[src/hdl/rlsd_pkg.sv]
// shared types, constants and codes for the rgb led strip shift driver
`default_nettype none

package rlsd_pkg;

	// buffer geometry
	localparam int MAX_LEDS    = 1024;
	localparam int BLANK_COUNT = 1000;
	localparam int FB_ADDR_W   = (MAX_LEDS > 1) ? $clog2(MAX_LEDS) : 1;
	localparam int PTR_MAX     = (MAX_LEDS > BLANK_COUNT) ? MAX_LEDS : BLANK_COUNT;
	localparam int LED_PTR_W   = $clog2(PTR_MAX + 1);

	// field widths
	localparam int ACTION_W   = 3;
	localparam int INDEX_W    = 10;
	localparam int CHAN_W     = 8;
	localparam int COLOR_W    = 3 * CHAN_W;
	localparam int STATUS_W   = 2;
	localparam int COUNT_W    = 11;
	localparam int PERIOD_W   = 32;
	localparam int LATCH_W    = 16;
	localparam int BIT_PTR_W  = 5;
	localparam int CFG_IDX_W  = 2;
	localparam int CFG_DATA_W = 32;

	localparam int BITS_PER_LED = COLOR_W;

	// action codes
	localparam logic [ACTION_W-1:0] ACT_SET   = 3'd0;
	localparam logic [ACTION_W-1:0] ACT_FILL  = 3'd1;
	localparam logic [ACTION_W-1:0] ACT_SEND  = 3'd2;
	localparam logic [ACTION_W-1:0] ACT_TICK  = 3'd3;
	localparam logic [ACTION_W-1:0] ACT_BLANK = 3'd4;

	// status codes
	localparam logic [STATUS_W-1:0] STAT_OK    = 2'd0;
	localparam logic [STATUS_W-1:0] STAT_RANGE = 2'd1;
	localparam logic [STATUS_W-1:0] STAT_BUSY  = 2'd2;

	// configuration register indexes
	localparam logic [CFG_IDX_W-1:0] REG_LED_COUNT      = 2'd0;
	localparam logic [CFG_IDX_W-1:0] REG_COMMIT_EN      = 2'd1;
	localparam logic [CFG_IDX_W-1:0] REG_REFRESH_PERIOD = 2'd2;
	localparam logic [CFG_IDX_W-1:0] REG_LATCH_TICKS    = 2'd3;

	// reset values of the registers
	localparam logic [COUNT_W-1:0] LED_COUNT_RST   = 11'd30;
	localparam logic [LATCH_W-1:0] LATCH_TICKS_RST = 16'd2000;

	typedef enum logic [1:0] {
		MODE_IDLE,
		MODE_FRAME,
		MODE_BLANK,
		MODE_LATCH
	} mode_t;

	typedef enum logic [1:0] {
		CTL_CLEAR,
		CTL_RUN,
		CTL_FILL
	} ctl_state_t;

	typedef struct packed {
		logic [COUNT_W-1:0]  led_count;
		logic                commit_en;
		logic [PERIOD_W-1:0] refresh_period;
		logic [LATCH_W-1:0]  latch_ticks;
	} cfg_t;

	typedef struct packed {
		logic                 we;
		logic [FB_ADDR_W-1:0] waddr;
		logic [COLOR_W-1:0]   wdata;
		logic [FB_ADDR_W-1:0] raddr;
	} fb_req_t;

endpackage

`default_nettype wire

[src/hdl/rlsd_if.sv]
// channel interfaces: input items, result items and configuration writes
`default_nettype none

interface rlsd_item_if;
	logic                              valid;
	logic                              ready;
	logic [rlsd_pkg::ACTION_W-1:0]     action;
	logic [rlsd_pkg::INDEX_W-1:0]      led_index;
	logic [rlsd_pkg::CHAN_W-1:0]       red;
	logic [rlsd_pkg::CHAN_W-1:0]       green;
	logic [rlsd_pkg::CHAN_W-1:0]       blue;
	logic                              end_of_batch;

	modport source (output valid, action, led_index, red, green, blue, end_of_batch,
		input ready);
	modport sink (input valid, action, led_index, red, green, blue, end_of_batch,
		output ready);
endinterface

interface rlsd_result_if;
	logic                              valid;
	logic                              ready;
	logic                              serial_clock;
	logic                              serial_data;
	logic                              busy_res;
	logic [rlsd_pkg::STATUS_W-1:0]     status;

	modport source (output valid, serial_clock, serial_data, busy_res, status,
		input ready);
	modport sink (input valid, serial_clock, serial_data, busy_res, status,
		output ready);
endinterface


`default_nettype wire

[src/hdl/rlsd_ctrl.sv]
// item handling, serial shifter, latch and refresh timers, fill and clear sweeps
`default_nettype none

module rlsd_ctrl (
	input  wire logic                     clk,
	input  wire logic                     arst_n,
	input  wire rlsd_pkg::cfg_t           cfg,
	rlsd_item_if.sink                     item_in,
	rlsd_result_if.source                 result_out,
	output rlsd_pkg::fb_req_t             fb_req,
	input  wire logic [rlsd_pkg::COLOR_W-1:0] fb_rdata
);

	localparam int CW = rlsd_pkg::COLOR_W;
	localparam int PW = rlsd_pkg::LED_PTR_W;
	localparam int AW = rlsd_pkg::FB_ADDR_W;
	localparam int BW = rlsd_pkg::BIT_PTR_W;
	localparam int LW = rlsd_pkg::LATCH_W;
	localparam int RW = rlsd_pkg::PERIOD_W;
	localparam int NW = rlsd_pkg::COUNT_W;

	rlsd_pkg::ctl_state_t st_q, st_nxt;
	rlsd_pkg::mode_t      mode_q, mode_nxt;

	logic [PW-1:0] led_ptr_q, led_ptr_nxt;
	logic [BW-1:0] bit_ptr_q, bit_ptr_nxt;
	logic          half_q, half_nxt;
	logic [CW-1:0] shift_q, shift_nxt, shift_cur;
	logic [LW-1:0] latch_cnt_q, latch_cnt_nxt;
	logic [RW-1:0] refresh_cnt_q, refresh_cnt_nxt;
	logic          clk_line_q, clk_line_nxt;
	logic          data_line_q, data_line_nxt;
	logic          load_pend_q, rd_issue;
	logic [AW-1:0] rd_addr;
	logic [AW-1:0] fill_addr_q;
	logic [CW-1:0] fill_color_q;

	logic                              res_valid_q;
	logic                              res_clk_q, res_data_q, res_busy_q;
	logic [rlsd_pkg::STATUS_W-1:0]     res_status_q, status;

	logic          acc, busy, fill_go, fill_last, clear_last, res_load;
	logic          start_frame, start_blank, go_latch;
	logic          set_wr;
	logic [NW-1:0] act_cnt;
	logic [PW-1:0] led_ptr_inc;
	logic [CW-1:0] color_in;

	// effective count and small helpers
	assign act_cnt = (32'(cfg.led_count) > rlsd_pkg::MAX_LEDS) ?
		NW'(rlsd_pkg::MAX_LEDS) : cfg.led_count;
	assign color_in   = {item_in.red, item_in.green, item_in.blue};
	assign acc        = item_in.valid && item_in.ready;
	assign busy       = (mode_q != rlsd_pkg::MODE_IDLE);
	assign shift_cur  = load_pend_q ? fb_rdata : shift_q;
	assign fill_last  = (st_q == rlsd_pkg::CTL_FILL) &&
		((32'(fill_addr_q) + 32'd1) == 32'(act_cnt));
	assign clear_last = (st_q == rlsd_pkg::CTL_CLEAR) &&
		(fill_addr_q == AW'(rlsd_pkg::MAX_LEDS - 1));
	assign led_ptr_inc = led_ptr_q + PW'(1);

	// sequencer next state
	always_comb begin
		st_nxt = st_q;
		unique case (st_q)
			rlsd_pkg::CTL_CLEAR: begin
				if (clear_last) st_nxt = rlsd_pkg::CTL_RUN;
			end
			rlsd_pkg::CTL_RUN: begin
				if (fill_go) st_nxt = rlsd_pkg::CTL_FILL;
			end
			rlsd_pkg::CTL_FILL: begin
				if (fill_last) st_nxt = rlsd_pkg::CTL_RUN;
			end
			default: st_nxt = rlsd_pkg::CTL_CLEAR;
		endcase
	end

	// sequencer outputs: handshake and buffer write port
	always_comb begin
		item_in.ready = (st_q == rlsd_pkg::CTL_RUN) && (!res_valid_q || result_out.ready);
		fb_req.we     = 1'b0;
		fb_req.waddr  = fill_addr_q;
		fb_req.wdata  = '0;
		fb_req.raddr  = rd_addr;
		unique case (st_q)
			rlsd_pkg::CTL_CLEAR: begin
				fb_req.we = 1'b1;
			end
			rlsd_pkg::CTL_FILL: begin
				fb_req.we    = 1'b1;
				fb_req.wdata = fill_color_q;
			end
			rlsd_pkg::CTL_RUN: begin
				if (set_wr) begin
					fb_req.we    = 1'b1;
					fb_req.waddr = AW'(item_in.led_index);
					fb_req.wdata = color_in;
				end
			end
			default: fb_req.we = 1'b0;
		endcase
	end

	// item decode and serial state update
	always_comb begin
		mode_nxt        = mode_q;
		led_ptr_nxt     = led_ptr_q;
		bit_ptr_nxt     = bit_ptr_q;
		half_nxt        = half_q;
		shift_nxt       = shift_cur;
		latch_cnt_nxt   = latch_cnt_q;
		refresh_cnt_nxt = refresh_cnt_q;
		clk_line_nxt    = clk_line_q;
		data_line_nxt   = data_line_q;
		status          = rlsd_pkg::STAT_OK;
		rd_issue        = 1'b0;
		rd_addr         = '0;
		set_wr          = 1'b0;
		fill_go         = 1'b0;
		start_frame     = 1'b0;
		start_blank     = 1'b0;
		go_latch        = 1'b0;

		if ((st_q == rlsd_pkg::CTL_RUN) && acc) begin
			unique case (item_in.action)
				rlsd_pkg::ACT_SET: begin
					if (busy) begin
						status = rlsd_pkg::STAT_BUSY;
					end else if (32'(item_in.led_index) >= 32'(act_cnt)) begin
						status = rlsd_pkg::STAT_RANGE;
					end else begin
						set_wr = 1'b1;
						if (cfg.commit_en && item_in.end_of_batch) start_frame = 1'b1;
					end
				end
				rlsd_pkg::ACT_FILL: begin
					if (busy) begin
						status = rlsd_pkg::STAT_BUSY;
					end else if (act_cnt == '0) begin
						if (cfg.commit_en) start_frame = 1'b1;
					end else begin
						fill_go = 1'b1;
					end
				end
				rlsd_pkg::ACT_SEND: begin
					if (busy) status = rlsd_pkg::STAT_BUSY;
					else start_frame = 1'b1;
				end
				rlsd_pkg::ACT_BLANK: begin
					if (busy) status = rlsd_pkg::STAT_BUSY;
					else start_blank = 1'b1;
				end
				rlsd_pkg::ACT_TICK: begin
					if (mode_q == rlsd_pkg::MODE_IDLE) begin
						// refresh timer runs on idle ticks only
						if (cfg.refresh_period != '0) begin
							if (refresh_cnt_q <= RW'(1)) begin
								refresh_cnt_nxt = '0;
								start_frame     = 1'b1;
							end else begin
								refresh_cnt_nxt = refresh_cnt_q - RW'(1);
							end
						end
					end else if (mode_q == rlsd_pkg::MODE_LATCH) begin
						clk_line_nxt  = 1'b0;
						latch_cnt_nxt = latch_cnt_q - LW'(1);
						if (latch_cnt_nxt == '0) begin
							mode_nxt        = rlsd_pkg::MODE_IDLE;
							refresh_cnt_nxt = cfg.refresh_period;
						end
					end else if (!half_q) begin
						// low half: present the top bit
						clk_line_nxt  = 1'b0;
						data_line_nxt = shift_cur[CW-1];
						half_nxt      = 1'b1;
					end else begin
						// high half: raise clock and advance
						clk_line_nxt = 1'b1;
						half_nxt     = 1'b0;
						shift_nxt    = {shift_cur[CW-2:0], 1'b0};
						bit_ptr_nxt  = bit_ptr_q + BW'(1);
						if (32'(bit_ptr_q) == rlsd_pkg::BITS_PER_LED - 1) begin
							bit_ptr_nxt = '0;
							led_ptr_nxt = led_ptr_inc;
							if (mode_q == rlsd_pkg::MODE_FRAME) begin
								if (32'(led_ptr_inc) >= 32'(act_cnt)) begin
									go_latch = 1'b1;
								end else begin
									rd_issue = 1'b1;
									rd_addr  = AW'(led_ptr_inc);
								end
							end else if (32'(led_ptr_inc) >= rlsd_pkg::BLANK_COUNT) begin
								go_latch = 1'b1;
							end else begin
								shift_nxt = '0;
							end
						end
					end
				end
				default: status = rlsd_pkg::STAT_OK;
			endcase
		end else if (fill_last && cfg.commit_en) begin
			// fill commit: first entry is the fill color, no read needed
			mode_nxt    = rlsd_pkg::MODE_FRAME;
			led_ptr_nxt = '0;
			bit_ptr_nxt = '0;
			half_nxt    = 1'b0;
			shift_nxt   = fill_color_q;
		end

		// start of a frame or blanking pass
		if (start_frame || start_blank) begin
			led_ptr_nxt = '0;
			bit_ptr_nxt = '0;
			half_nxt    = 1'b0;
			if (start_blank) begin
				mode_nxt  = rlsd_pkg::MODE_BLANK;
				shift_nxt = '0;
			end else if (act_cnt == '0) begin
				go_latch = 1'b1;
			end else begin
				mode_nxt = rlsd_pkg::MODE_FRAME;
				rd_issue = 1'b1;
				rd_addr  = '0;
			end
		end

		// latch period, zero acts as one
		if (go_latch) begin
			mode_nxt      = rlsd_pkg::MODE_LATCH;
			latch_cnt_nxt = (cfg.latch_ticks == '0) ? LW'(1) : cfg.latch_ticks;
		end
	end

	assign res_load = (acc && !fill_go) || fill_last;

	// control and serial state
	always_ff @(posedge clk or negedge arst_n) begin
		if (!arst_n) begin
			st_q          <= rlsd_pkg::CTL_CLEAR;
			mode_q        <= rlsd_pkg::MODE_IDLE;
			led_ptr_q     <= '0;
			bit_ptr_q     <= '0;
			half_q        <= 1'b0;
			shift_q       <= '0;
			latch_cnt_q   <= '0;
			refresh_cnt_q <= '0;
			clk_line_q    <= 1'b0;
			data_line_q   <= 1'b0;
			load_pend_q   <= 1'b0;
			fill_addr_q   <= '0;
			res_valid_q   <= 1'b0;
		end else begin
			st_q          <= st_nxt;
			mode_q        <= mode_nxt;
			led_ptr_q     <= led_ptr_nxt;
			bit_ptr_q     <= bit_ptr_nxt;
			half_q        <= half_nxt;
			shift_q       <= shift_nxt;
			latch_cnt_q   <= latch_cnt_nxt;
			refresh_cnt_q <= refresh_cnt_nxt;
			clk_line_q    <= clk_line_nxt;
			data_line_q   <= data_line_nxt;
			load_pend_q   <= rd_issue;
			if ((st_q != rlsd_pkg::CTL_RUN)) begin
				fill_addr_q <= (clear_last || fill_last) ? '0 : fill_addr_q + AW'(1);
			end
			if (res_load) begin
				res_valid_q <= 1'b1;
			end else if (result_out.ready) begin
				res_valid_q <= 1'b0;
			end
		end
	end

	// fill color and result payload
	always_ff @(posedge clk) begin
		if (fill_go) begin
			fill_color_q <= color_in;
		end
		if (res_load) begin
			res_clk_q    <= clk_line_nxt;
			res_data_q   <= data_line_nxt;
			res_busy_q   <= (mode_nxt != rlsd_pkg::MODE_IDLE);
			res_status_q <= status;
		end
	end

	assign result_out.valid        = res_valid_q;
	assign result_out.serial_clock = res_clk_q;
	assign result_out.serial_data  = res_data_q;
	assign result_out.busy_res     = res_busy_q;
	assign result_out.status       = res_status_q;

endmodule

`default_nettype wire

[src/flat_wrapper.sv]
// flat-port wrapper written by rule: the top's interface ports become plain ports
module rlsd_ctrl_flat 
  (clk, arst_n, cfg, fb_req, fb_rdata, item_in_valid, item_in_action, item_in_led_index, item_in_red, item_in_green, item_in_blue, item_in_end_of_batch, item_in_ready, result_out_valid, result_out_serial_clock, result_out_serial_data, result_out_busy_res, result_out_status, result_out_ready);
  rlsd_item_if item_in_i ();
  rlsd_result_if result_out_i ();
  input  wire logic clk;
  input  wire logic arst_n;
  input  wire rlsd_pkg::cfg_t cfg;
  output rlsd_pkg::fb_req_t fb_req;
  input  wire logic [rlsd_pkg::COLOR_W-1:0] fb_rdata;
  input wire logic [$bits(item_in_i.valid)-1:0] item_in_valid;
  input wire logic [$bits(item_in_i.action)-1:0] item_in_action;
  input wire logic [$bits(item_in_i.led_index)-1:0] item_in_led_index;
  input wire logic [$bits(item_in_i.red)-1:0] item_in_red;
  input wire logic [$bits(item_in_i.green)-1:0] item_in_green;
  input wire logic [$bits(item_in_i.blue)-1:0] item_in_blue;
  input wire logic [$bits(item_in_i.end_of_batch)-1:0] item_in_end_of_batch;
  output wire logic [$bits(item_in_i.ready)-1:0] item_in_ready;
  output wire logic [$bits(result_out_i.valid)-1:0] result_out_valid;
  output wire logic [$bits(result_out_i.serial_clock)-1:0] result_out_serial_clock;
  output wire logic [$bits(result_out_i.serial_data)-1:0] result_out_serial_data;
  output wire logic [$bits(result_out_i.busy_res)-1:0] result_out_busy_res;
  output wire logic [$bits(result_out_i.status)-1:0] result_out_status;
  input wire logic [$bits(result_out_i.ready)-1:0] result_out_ready;
  assign item_in_i.valid = item_in_valid;
  assign item_in_i.action = item_in_action;
  assign item_in_i.led_index = item_in_led_index;
  assign item_in_i.red = item_in_red;
  assign item_in_i.green = item_in_green;
  assign item_in_i.blue = item_in_blue;
  assign item_in_i.end_of_batch = item_in_end_of_batch;
  assign item_in_ready = item_in_i.ready;
  assign result_out_valid = result_out_i.valid;
  assign result_out_serial_clock = result_out_i.serial_clock;
  assign result_out_serial_data = result_out_i.serial_data;
  assign result_out_busy_res = result_out_i.busy_res;
  assign result_out_status = result_out_i.status;
  assign result_out_i.ready = result_out_ready;
  rlsd_ctrl u_core (.clk(clk), .arst_n(arst_n), .cfg(cfg), .item_in(item_in_i), .result_out(result_out_i), .fb_req(fb_req), .fb_rdata(fb_rdata));
endmodule
[config.mk]
export PLATFORM = sky130hd
export DESIGN_NAME = rlsd_ctrl_flat
export DESIGN_NICKNAME = d
export VERILOG_FILES = /design/src/hdl/rlsd_pkg.sv /design/src/hdl/rlsd_if.sv /design/src/hdl/rlsd_ctrl.sv /design/src/flat_wrapper.sv
export SDC_FILE = /design/constraint.sdc
export NUM_CORES = 1
export LEC_CHECK = 0
export BUFFER_PORTS_ARGS = -buffer_cell sky130_fd_sc_hd__buf_4
export CORE_MARGIN = 2
export CORE_UTILIZATION = 52
export DETAILED_ROUTE_END_ITERATION = 12
export PLACE_DENSITY = 0.75
export SYNTH_ARGS = -nofsm -noshare
export SYNTH_HDL_FRONTEND = slang
export SYNTH_SLANG_ARGS = --single-unit
[constraint.sdc]
create_clock -name clk -period 4.9 [get_ports clk]
set_clock_uncertainty 0.1 [all_clocks]
set_input_delay 0.98 -clock clk [delete_from_list [all_inputs] [get_ports clk]]
set_output_delay 0.98 -clock clk [all_outputs]
set_load 0.005 [all_outputs]
* Yosys cells after proc, flatten, opt, wreduce, memory -nomap -nowiden
Cells that the tools add are included.
Storage, ports and cells: latch bits 0, memories kept 0, memory bits (writable) 0, bits in read-only memories 0, flip-flop bits (word level) 136, input port bits 126, word-level logic and storage cells 227, output and inout port bits 52
Operators by class: order comparisons 5, bitwise logic cells 0, divide/modulo/power cells 0, multiply operators 0, shift operators 0, reductions and logical operators 38, add/subtract/negate cells 6, eq/ne operators 22, multiplexer cells 138
Operators with widths (count):
- 24-bit 2-to-1 mux | 12
- 32-bit 2-to-1 mux | 5
- 10-bit 2-to-1 mux | 13
- 11-bit 2-to-1 mux | 9
- 16-bit 2-to-1 mux | 6
- 1-bit 2-to-1 mux | 64
- 24-bit one-hot mux with 2 select lines | 1
- 5-bit 2-to-1 mux | 8
- 35-bit 2-to-1 mux | 1
- 32-bit by 11-bit equality test with 1-bit output | 1
- 32-bit by 1-bit less-or-equal comparator with 1-bit output, second input constant | 1
- 16-bit zero test | 2
- 32-bit nonzero test | 1
- 32-bit by 1-bit subtractor with 32-bit output, second input constant | 1
- 2-bit 2-to-1 mux | 15
- 2-bit nonzero test | 8
- 16-bit by 1-bit subtractor with 16-bit output, second input constant | 1
- 3-bit != test, second input constant | 4
- 10-bit by 1-bit adder with 11-bit output, second input constant | 1
- 11-bit by 1-bit adder with 11-bit output, second input constant | 1
- 10-bit by 11-bit greater-or-equal comparator with 1-bit output | 1
- 11-bit by 10-bit greater-or-equal comparator with 1-bit output, second input constant | 1
- 11-bit greater-or-equal comparator | 1
- 11-bit greater-than comparator, second input constant | 1
- other kinds (29) | 50

* Logic depth before layout (Yosys ltp)
Gate-level depths: netlist (run 1).
word-level depth 16, depth in mapped cells 14, depth with buffers taken out 11

* Worst setup path after synthesis (run 1)
No wires, ideal clock.
path type input port to flip-flop, from input port item_in_action[2], to register u_core.res_valid_q (netlist: u_core.result_out.valid), required time 4672 ps, arrival time 5329 ps, path buffers 0, library setup time 128 ps, stages on the path 5, slack -657 ps, path through nor3_1 -> nand3_1 -> nor4b_1 -> o21ai_0 -> nand2b_1
On the way: word-level cells in the longest chain between the ends 7, elaborated cells on any way between the ends 8, classes of those cells 1 x eq/ne; 3 x mux; 4 x reduce/logical
Ends and longest elaborated chain:
- from (decl) | RTL line flat_wrapper.sv:12 | input wire logic [$bits(item_in_i.action)-1:0] item_in_action;
- 3-bit by 1-bit equality test with 1-bit output (*) | RTL line rlsd_ctrl.sv:126 | unique case (item_in.action)
- 1-bit 2-to-1 mux (*) | RTL line rlsd_ctrl.sv:126
- 1-bit 2-to-1 mux (*) | RTL line rlsd_ctrl.sv:125 | if ((st_q == rlsd_pkg::CTL_RUN) && acc) begin
- named net u_core.fill_go | RTL line rlsd_ctrl.sv:42 | logic acc, busy, fill_go, fill_last, clear_last, res_load;
- 1-bit zero test (*) | RTL line rlsd_ctrl.sv:236 | assign res_load = (acc && !fill_go) || fill_last;
- 1-bit logical AND (*) | RTL line rlsd_ctrl.sv:236
- 1-bit logical OR (*) | RTL line rlsd_ctrl.sv:236
- named net u_core.res_load | RTL line rlsd_ctrl.sv:42
- 1-bit 2-to-1 mux / 2-bit nonzero test (equally long branches)
- to (signal assigned) | RTL line rlsd_ctrl.sv:253 | res_valid_q <= 1'b0;
- to (signal assigned) | RTL line rlsd_ctrl.sv:270 | res_valid_q <= 1'b1;
- to (signal assigned) | RTL line rlsd_ctrl.sv:272 | res_valid_q <= 1'b0;
- to (decl) | RTL line rlsd_ctrl.sv:38 | logic res_valid_q;
Mark *: on every way through the listed nets, which the timed path passes. The rest lies on a longest branch. A chain may end at the register's enable or synchronous reset.

==> flow_summary.ini, run 1 <==
[run_status]
status = complete, no violations

[sta]
min_period_over_period = 0.9649
setup_viol = 0
rsz_0062_raised_after_global_routing = false
actual_transition_at_the_worst_max_transition_pin_ps = 1244
final-hold-violation-count = 0
setup-tns-final_ps = 0
drv_slew = 0
upper_clock_frequency_limit_ghz = 0.2115
post-route-min-period_ps = 4728
timing.max_slew.rel_slack = 0.1707

[clocking]
htreeDepth = 4
hold_buffers = 0
cts_made_buffers = 17
cts_num_sinks = 136
clock_path_buffers = 2
clk-insertion-delay-late_ps = 420
postCtsSetupRepairBufs = 0
tritoncts = built
cts.clk_slew.worst_paths_ps = 60
root_buffer = clkbuf_16
cts.repair.resized = 0

[worst_setup_path]
critPathKind = primary input to output pin
start_kind = primary input
worstPathMaxFanout = 36
cp-end-kind = output pin
cp_data_arrival_time_ps = 3650
cp.required_ps = 3820

[synthesis]
synth_enable_flop_cells = 29
synth.cell_area_um2 = 9569
post_syn_area_per_cell_um2 = 9.002
synth-warning-count = 0
yosys_register_bits = 136
dominantRegCellSynth = dfrtp_1
synthCells = 1063
synth_async_sr_flop_share = 0.7868
synth_sequential_area_ratio = 0.3708
synth.net_count = 1220
synth_cell_types = 75

[global_routing]
globalRoute.totalOverflow = 0
groute.usage.overall = 0.2763
grt_antenna_before_repair = 0
grt_pass1_wl_um = 44190
first_global_vias = 8706
grt_start_max_net_pins = 40

[detailed_routing]
routed_via_density = 6.245
routed_met2_length_um = 13080
drt_first_pass_iters = 5
detail_route.wirelength_um = 27540
wl_met3_um = 1924
number_of_remaining_drc_errors = 0
detail_route.wirelength.met1_um = 11950
via_count = 9061
dr.max_layer_used = met4
route.antenna.remaining_nets = 0
drt_iter0_drc = 634
per_cell_routed_wire_length_um = 18.98

[placed_design]
dp_hpwl_um = 19500
buffer_ports.inserted = 177
gp_congestion = 0.9127

[layout]
synthToLayoutAreaGrowth_pct = 21.78
leading_cell_type_in_the_layout_fill_and_taps_excluded = buf_4
num_antenna_cells = 0
layout.cells.most_common_list = buf_4 (194), dfrtp_1 (107), nor2_1 (81)
finish.utilization = 0.6465
num-nets-final = 1366
nFillCells = 1510
post_route_cells_drive_above_1_share = 0.2406

[run]
max-cap-violations = 0

[hold_path]
hold_path_class = primary input to async pin

[floorplan]
die_height_um = 139.7
ios = 178
core-area_um2 = 18020
placement_rows = 49
full_die_area_um2 = 19500
die_w_um = 139.7
start_util = 0.5309

[power]
leakage_uw = 0.004958
ir_drop_uv = 270.1
pwr_density_cell_nw_per_um2 = 226.6
==> Yosys cell counts, types with 21 or more instances <==
| cell | instances | area share |
|---|---|---|
| dfrtp_1 | 107 | 0.28 |
| nand3_1 | 34 | 0.018 |
| a22oi_1 | 40 | 0.031 |
| nor3_1 | 38 | 0.020 |
| o21ai_0 | 33 | 0.017 |
| ha_1 | 31 | 0.041 |
| mux2_2 | 44 | 0.052 |
| o22ai_1 | 28 | 0.018 |
| clkbuf_1 | 51 | 0.020 |
| nor2_1 | 81 | 0.032 |
| nor2b_1 | 42 | 0.027 |
| nand2_1 | 51 | 0.020 |
| edfxtp_1 | 29 | 0.091 |
| inv_1 | 55 | 0.022 |
| a21oi_1 | 70 | 0.037 |
| xnor2_1 | 21 | 0.019 |
==> kinds of logic (layout without fill, tap and decap cells) <==
family	Yosys count	count (layout)	synth area share
buf+inv	123	282	0.05282
flops	136	136	0.3708
mux	54	54	0.06224
xor+xnor	37	37	0.03674
fa+ha+maj	31	31	0.04053
simple gates	385	385	0.2210
compound gates	297	297	0.2159
==> per-stage QoR <==
step           hold slack, ps  setup WS [ps]  total power, uW  instance area, um2  std cells
6_report                400.9          172.1             2641               11650       1451
3_5_place_dp            387.2          191.8             1345               11050       1418
2_1_floorplan           363.6          334.7             1220                9575       1063
3_3_place_gp            383.4          278.4             1342               11050       1418
4_1_cts                 401.1          154.5             2659               11650       1450
5_1_grt                 412.7          5.527             2724               11650       1451
==> layer usage <==
metal,global-route usage,vias up
li1,-,4303
met1,0.3684,4360
met2,0.4530,349
met3,0.06160,49
met4,0.08263,0
met5,0,-
==> final cells by class <==
type / instances / area, um2 / area share
Sequential cell: 136 / 3548 / 0.3045
Timing Repair Buffer: 195 / 1476 / 0.1267
Inverter: 55 / 206.4 / 0.01772
Clock inverter: 15 / 167.7 / 0.01439
Clock buffer: 17 / 425.4 / 0.03650
Multi-Input combinational cell: 804 / 5543 / 0.4756
Tap cell: 229 / 286.5 / 0.02459
==> path summary, 6_finish.rpt <==
| kind | start | endpoint | slack [ps] | depth (start not counted) |
|---|---|---|---|---|
| worst min-delay path | arst_n | u_core.latch_cnt_q[5]$_DFFE_PN0P_ | 400 | 1 |
| worst min register to register | u_core.data_line_q$_DFF_PN0_ | u_core.data_line_q$_DFF_PN0_ | 400 | 1 |
| max in group asynchronous | arst_n | u_core.refresh_cnt_q[24]$_DFFE_PN0P_ | 3400 | 2 |
| min in group clk | u_core.data_line_q$_DFF_PN0_ | u_core.data_line_q$_DFF_PN0_ | 400 | 1 |
| worst max register to register | u_core.latch_cnt_q[4]$_DFFE_PN0P_ | u_core.refresh_cnt_q[31]$_DFFE_PN0P_ | 980 | 7 |
| worst max-delay path | cfg[59] | fb_req[36] | 170 | 11 |
==> worst max-delay path, cell delays in order <==
cell	delay, ps
buf_4	160
nand2b_1	230
ha_1	330
a211oi_1	240
o21ai_0	120
a311oi_1	420
nor2_1	130
nor4_4	280
buf_12	260
mux2_2	360
buf_4	140
==> state kept, by name, indices dropped and copies added, names as in the netlist, 2 cells and up <==
| name | count |
|---|---|
| u_core.bit_ptr_q | 5 |
| u_core.fill_addr_q | 10 |
| u_core.fill_color_q | 24 |
| u_core.latch_cnt_q | 16 |
| u_core.led_ptr_q | 11 |
| u_core.mode_q | 2 |
| u_core.refresh_cnt_q | 32 |
| u_core.result_out.status | 2 |
| u_core.shift_q | 24 |
| u_core.st_q | 2 |
==> power by group <==
part | total [uW] | internal (uW) | switching [uW]
clock | 1320 | 762 | 555
combinational | 168 | 87.3 | 80.7
sequential | 1160 | 1160 | 0.0000000000000000127
(Power assumes the default switching activity.)
==> inputs of run 2 (changes only) <==
CELL_PAD_IN_SITES_DETAIL_PLACEMENT = 0   (was default)
CELL_PAD_IN_SITES_GLOBAL_PLACEMENT = 1   (was default)
CORE_ASPECT_RATIO = 1.4   (was default)
CORE_UTILIZATION = 39   (was 52)
==> run 2 against run 1 <==
  * Via count shrank 0.23%
  * Die area grew 32%
  * Total power is essentially flat
==> flow_summary.ini, run 2 (synthesis results as in run 1) <==
[run_status]
status = complete, no violations

[detailed_routing]
route.antenna.remaining_nets = 0
drt_iter0_drc = 445
number_of_remaining_drc_errors = 0
via_count = 9040
drt_first_pass_iters = 5
detail_route.wirelength_um = 29790
routed_via_density = 5.878
per_cell_routed_wire_length_um = 19.37

[global_routing]
grt_pass1_wl_um = 47020
global_route.usage.met2 = 0.4140
met1_usage = 0.2805
globalRoute.totalOverflow = 0
first_global_vias = 8817
groute.usage.overall = 0.2303
grt_start_max_net_pins = 67
grt_antenna_before_repair = 0
gr-max-usage-layer = met2
gr-usage-met3 = 0.03614

[layout]
final-instance-count-excl-fill = 1538
largest_register = u_core.refresh_cnt_q
synthToLayoutAreaGrowth_pct = 23.44
layout.cells.most_common_list = buf_4 (199), dfrtp_1 (107), nor2_1 (81)
final_non_filler_cell_area_um2 = 11810
post_route_cells_drive_above_1_share = 0.2443
leading_cell_type_in_the_layout_fill_and_taps_excluded = buf_4
num-nets-final = 1372
layout_top_registers = u_core.refresh_cnt_q (32), u_core.fill_color_q (24), u_core.shift_q (24)
num_antenna_cells = 0
largest_register_ffs = 32
nFillCells = 2343

[power]
internal_power_uw = 2005
leakage_uw = 0.004984
share_clk_of_total_power = 0.497
combPwrFrac = 0.065
total_switching_power_uw = 636.2
pwr_density_cell_nw_per_um2 = 223.5
seqPwrFrac = 0.437
ir_drop_uv = 229.8
power.switching_fraction = 0.2409

[worst_setup_path]
critPathKind = primary input to output pin
worstPathMaxFanout = 36
worst_path_largest_cell_delay_ps = 470
start_kind = primary input
cp.required_ps = 3820
critical_path.top_delay_family = compound AO/OA/AOI/OAI gates
critical-path-top-cell-by-count = buf_4
cp-end-kind = output pin
path_cells = buf_4 > nand2b_1 > ha_1 > a211oi_1 > o21ai_0 > a311oi_1 > nor2_1 > nor4_4 > buf_12 > mux2_2 > buf_4
crit_slowest_cell = a311oi_1
worst_r2r_startpoint = u_core.led_ptr_q[2]$_DFFE_PN0P_
r2r_setup_slack_ps = 1080
rr_worst_depth = 11
regToRegEndpoint = u_core.latch_cnt_q[6]$_DFFE_PN0P_
critical_path_buf_inv_count = 3
cp_data_arrival_time_ps = 3610

[sta]
final-hold-violation-count = 0
rsz_0062_raised_after_global_routing = false
min_period_over_period = 0.9573
drv_slew = 0
setup-tns-final_ps = 0
setup_viol = 0
post-route-min-period_ps = 4691
timing.max_slew.rel_slack = 0.2376
actual_transition_at_the_worst_max_transition_pin_ps = 1132
upper_clock_frequency_limit_ghz = 0.2132

[placed_design]
postPlaceCellArea_um2 = 11210
buffer_ports.inserted = 177
dp_hpwl_um = 21850
post-place-cells = 1505
gp_congestion = 0.8516

[clocking]
htreeDepth = 4
clk-insertion-delay-late_ps = 430
cts.clk_slew.worst_paths_ps = 60
tritoncts = built
hold_buffers = 0
root_buffer = clkbuf_16
clock_path_buffers = 2
cts_num_sinks = 136
cts_made_buffers = 17

[floorplan]
start_util = 0.3977
ios = 178
die_w_um = 136.4
die_height_um = 189.3
core-area_um2 = 24060
placement_rows = 67
full_die_area_um2 = 25820

[hold_path]
min_delay_worst_endpoint = u_core.shift_q[19]$_DFF_PN0_
hold_path_class = flop to flop
timing.hold.worst_path_depth = 2
hp-start = u_core.fill_color_q[19]$_DFFE_PP_

[run]
max-cap-violations = 0
run 2: cell count changes in the layout (fill, tap and decap cells not counted):
cell        before  now
buf_4          194  199
buf_12           1    2
clkinv_1         1    2
clkinv_2         1    0
clkinv_4         3    2
clkinvlp_4       2    3
ha_1            31   30
ha_2             0    1
run 2: per-layer routing:
layer,vias to the layer above,wire length [um]
met5,-,0
met4,0,535
met3,46,1255
met2,247,15740
met1,4431,12260
li1,4316,-
run 2: repair_timing:
action	4_1_cts	5_1_grt
buffers inserted	0	1
endpoints found under the setup margin	0	10
gates resized for setup	0	1
run 2: area by class of cell:
class | instances | area, um2 | area share
sequential | 136 | 3548 | 0.3004
inverter | 55 | 206.4 | 0.01748
tap | 310 | 387.9 | 0.03284
multi-input combinational | 804 | 5545 | 0.4694
clock buffer | 17 | 425.4 | 0.03601
timing repair buffer | 201 | 1534 | 0.1299
clock inverter | 15 | 165.2 | 0.01398
run 2: how the worst max path moves through the flow:
stage | start | to | slack [ps] | depth (start not counted)
floorplan | cfg[59] | fb_req[36] | 330 | 10
global placement | cfg[59] | fb_req[37] | 290 | 11
detailed placement | cfg[59] | fb_req[42] | 180 | 11
CTS | u_core.led_ptr_q[0]$_DFFE_PN0P_ | fb_req[8] | 50 | 10
global route | u_core.led_ptr_q[2]$_DFFE_PN0P_ | fb_req[8] | 90 | 11
finish | cfg[59] | fb_req[35] | 210 | 11
run 2: through the flow:
stage	hold WS, ps	utilization	total power, uW	setup WS [ps]
final	406.7	0.4910	2641	209.2
after global routing	438.7	0.4910	2736	88.65
after CTS	415.6	0.4906	2673	50.56
after detailed placement	397.9	0.4660	1351	176.5
after global placement	391.6	0.4660	1350	285.1
after floorplan	363.6	-	1220	334.7
run 2: power by group through the flow:
stage                     Combinational, uW  Sequential, uW  Clock (uW)
final                                   173            1160        1310
after global routing                    191            1150        1390
after CTS                               175            1160        1340
after detailed placement                174            1180           0
after global placement                  173            1180           0
after floorplan                        42.3            1180           0
run 2: worst register-to-register path, stage by stage, from the launching register on:
cell and delay (ps):
dfrtp_1 520, and4_1 430, nand4_1 210, xnor2_1 420, ha_1 340, nand4_1 120
nor2_1 60, nor4bb_1 320, o21ai_0 220, a32oi_2 260, buf_4 290, mux2_2 390
==> inputs of run 3 (changes only) <==
==> constraint.sdc (replaced) <==
create_clock -name clk -period 4.9 [get_ports clk]
set_clock_uncertainty 0.1 [all_clocks]
set_input_delay 0.49 -clock clk [delete_from_list [all_inputs] [get_ports clk]]
set_output_delay 0.49 -clock clk [all_outputs]
set_load 0.005 [all_outputs]
==> run 3 against run 2 <==
  * Sequential share of layout area grew 0.23 points
  * Utilization fell by 0.38 points
  * Die area stayed put
  * Global-route usage rose by 0.27 points
  * Worst hold slack lost 270 ps
  * Register-to-register slack worse by 90 ps
  * Wire length is essentially flat
  * Final area decreased by 0.77%
  * Total power down 2.4%
  * Sequential power is essentially flat
  * Maximum frequency rose by 6.9%
  * Critical endpoint is now fb_req[6]
  * Largest cell class unchanged
  * Largest power group unchanged
==> flow_summary.ini, run 3 (synthesis results as in run 1) <==
[run_status]
status = complete, no violations

[detailed_routing]
drt_iter0_drc = 584
number_of_remaining_drc_errors = 0
via_count = 8891
route.antenna.remaining_nets = 0
routed_via_density = 5.796
per_cell_routed_wire_length_um = 19.40
detail_route.wirelength_um = 29760
drt_first_pass_iters = 5

[layout]
layout_top_registers = u_core.refresh_cnt_q (32), u_core.fill_color_q (24), u_core.shift_q (24)
leading_cell_type_in_the_layout_fill_and_taps_excluded = buf_4
multi_input_combinational_cell_area_um2 = 5543
post_route_cells_drive_above_1_share = 0.2394
num-nets-final = 1368
regArea_um2 = 3548
layout.cells.most_common_list = buf_4 (196), dfrtp_1 (107), nor2_1 (81)
synthToLayoutAreaGrowth_pct = 22.49
num_antenna_cells = 0
largest_register = u_core.refresh_cnt_q
largest_register_ffs = 32
nFillCells = 2358

[placed_design]
dp_worst_setup_slack_ps = 946.5
dp_hpwl_um = 21770
buffer_ports.inserted = 177
gp_congestion = 0.8613

[worst_setup_path]
critical_path.top_delay_family = simple AND/OR/NAND/NOR gates
critPathKind = flop to output pin
critical_path_buf_inv_count = 1
path_cells = ha_1 > nand4_1 > xnor2_1 > ha_1 > a21oi_1 > nor2b_1 > o21ai_0 > nor4bb_1 > o211ai_1 > nor2b_1 > buf_4
rr_worst_depth = 12
crit_slowest_cell = dfrtp_1
worst_path_largest_cell_delay_ps = 490
worstPathMaxFanout = 12
worst_r2r_startpoint = u_core.led_ptr_q[0]$_DFFE_PN0P_
cp-end-kind = output pin
cp_data_arrival_time_ps = 3800
regToRegEndpoint = u_core.latch_cnt_q[5]$_DFFE_PN0P_
cp.required_ps = 4310
r2r_setup_slack_ps = 990
start_kind = flop

[global_routing]
grt_pass1_wl_um = 47400
grt_start_max_net_pins = 60
first_global_vias = 8876
grt_antenna_before_repair = 0
globalRoute.totalOverflow = 0
groute.usage.overall = 0.2330

[clocking]
cts.clk_slew.worst_paths_ps = 70
tritoncts = built
cts_made_buffers = 17
postCtsSetupRepairBufs = 0
htreeDepth = 4
root_buffer = clkbuf_16
clk-insertion-delay-late_ps = 440
cts_num_sinks = 136
clock_path_buffers = 2

[floorplan]
start_util = 0.3977
full_die_area_um2 = 25820
placement_rows = 67
core-area_um2 = 24060
ios = 178
die_w_um = 136.4
die_height_um = 189.3

[sta]
rsz_0062_raised_after_global_routing = false
setup_viol = 0
actual_transition_at_the_worst_max_transition_pin_ps = 1138
drv_slew = 0
setup_slack_ps = 512.9
upper_clock_frequency_limit_ghz = 0.2279
timing.max_slew.rel_slack = 0.2411
final-hold-violation-count = 0
min_period_over_period = 0.8953
setup-tns-final_ps = 0
post-route-min-period_ps = 4387

[power]
leakage_uw = 0.004944
pwr_density_cell_nw_per_um2 = 219.9
ir_drop_uv = 230.8

[hold_path]
hold_path_class = primary input to flop
hp-start = item_in_red[7]
min_delay_worst_endpoint = u_core.fill_color_q[23]$_DFFE_PP_
timing.hold.worst_path_depth = 1

[run]
max-cap-violations = 0
[run 3: changes by cell type in the layout (fill, tap and decap cells not counted), sizes merged]
| cell | previous run | this run |
|---|---|---|
| buf | 201 | 196 |
| clkbuf | 17 | 19 |
| inv | 61 | 60 |
| bufinv | 2 | 1 |
| dlygate4sd3 | 0 | 1 |
[run 3: power breakdown]
part | total [uW] | internal [uW] | switching (uW) | leakage [uW]
sequential | 1160 | 1160 | 0.0000000000000000136 | 0.00152
clock | 1250 | 704 | 546 | 0.000264
combinational | 172 | 87.8 | 84.0 | 0.00316
[run 3: timing repair]
item | 4_1_cts | 5_1_grt
resized for setup | 0 | 0
hold endpoints to repair | 7 | 0
hold buffers | 1 | 0
[run 3: worst register-to-register path: stages, from the launching register on]
cell	delay, ps
dfrtp_1	490
ha_1	450
nand4_1	180
xnor2_1	400
ha_1	330
a21oi_1	150
nor2b_1	60
o21ai_0	130
nor4bb_1	310
o21ai_0	250
a32oi_2	260
buf_4	290
mux2_2	380
[run 3: layout make-up]
class | count | share of cell area
Tap cell | 310 | 0.03309
Inverter | 55 | 0.01761
Multi-Input combinational cell | 804 | 0.4729
Clock buffer | 19 | 0.03693
Sequential cell | 136 | 0.3027
Clock inverter | 13 | 0.01035
Timing Repair Buffer | 197 | 0.1264
[run 3: how the worst max path moves through the flow]
| stage | to | depth (start not counted) | startpoint | slack [ps] |
|---|---|---|---|---|
| 6_report | fb_req[6] | 11 | u_core.led_ptr_q[0]$_DFFE_PN0P_ | 510 |
| 3_5_place_dp | fb_req[6] | 11 | u_core.led_ptr_q[0]$_DFFE_PN0P_ | 950 |
| 3_3_place_gp | fb_req[37] | 11 | cfg[59] | 1040 |
| 4_1_cts | fb_req[6] | 11 | u_core.led_ptr_q[0]$_DFFE_PN0P_ | 470 |
| 2_1_floorplan | u_core.result_out.valid$_DFFE_PN0P_ | 6 | u_core.mode_q[1]$_DFF_PN0_ | 1300 |
| 5_1_grt | fb_req[6] | 11 | u_core.led_ptr_q[0]$_DFFE_PN0P_ | 280 |
[run 3: stage by stage]
step,instance area [um2],utilization,cells,hold slack [ps],power (uW)
5_1_grt,11720,0.4872,1534,118.9,2674
4_1_cts,11720,0.4872,1534,114.7,2610
6_report,11720,0.4872,1534,138.5,2578
2_1_floorplan,9575,-,1063,94.41,1220
3_3_place_gp,11160,0.4637,1501,223.7,1349
3_5_place_dp,11160,0.4637,1501,223.1,1350
[run 3: per-layer routing]
metal  GRT usage  part of all wire  up-vias
met2      0.4082              0.52      216
li1            -                 -     4317
met3     0.04123             0.041       47
met1      0.2860              0.41     4311
met5           0                 0        -
met4     0.07813             0.023        0
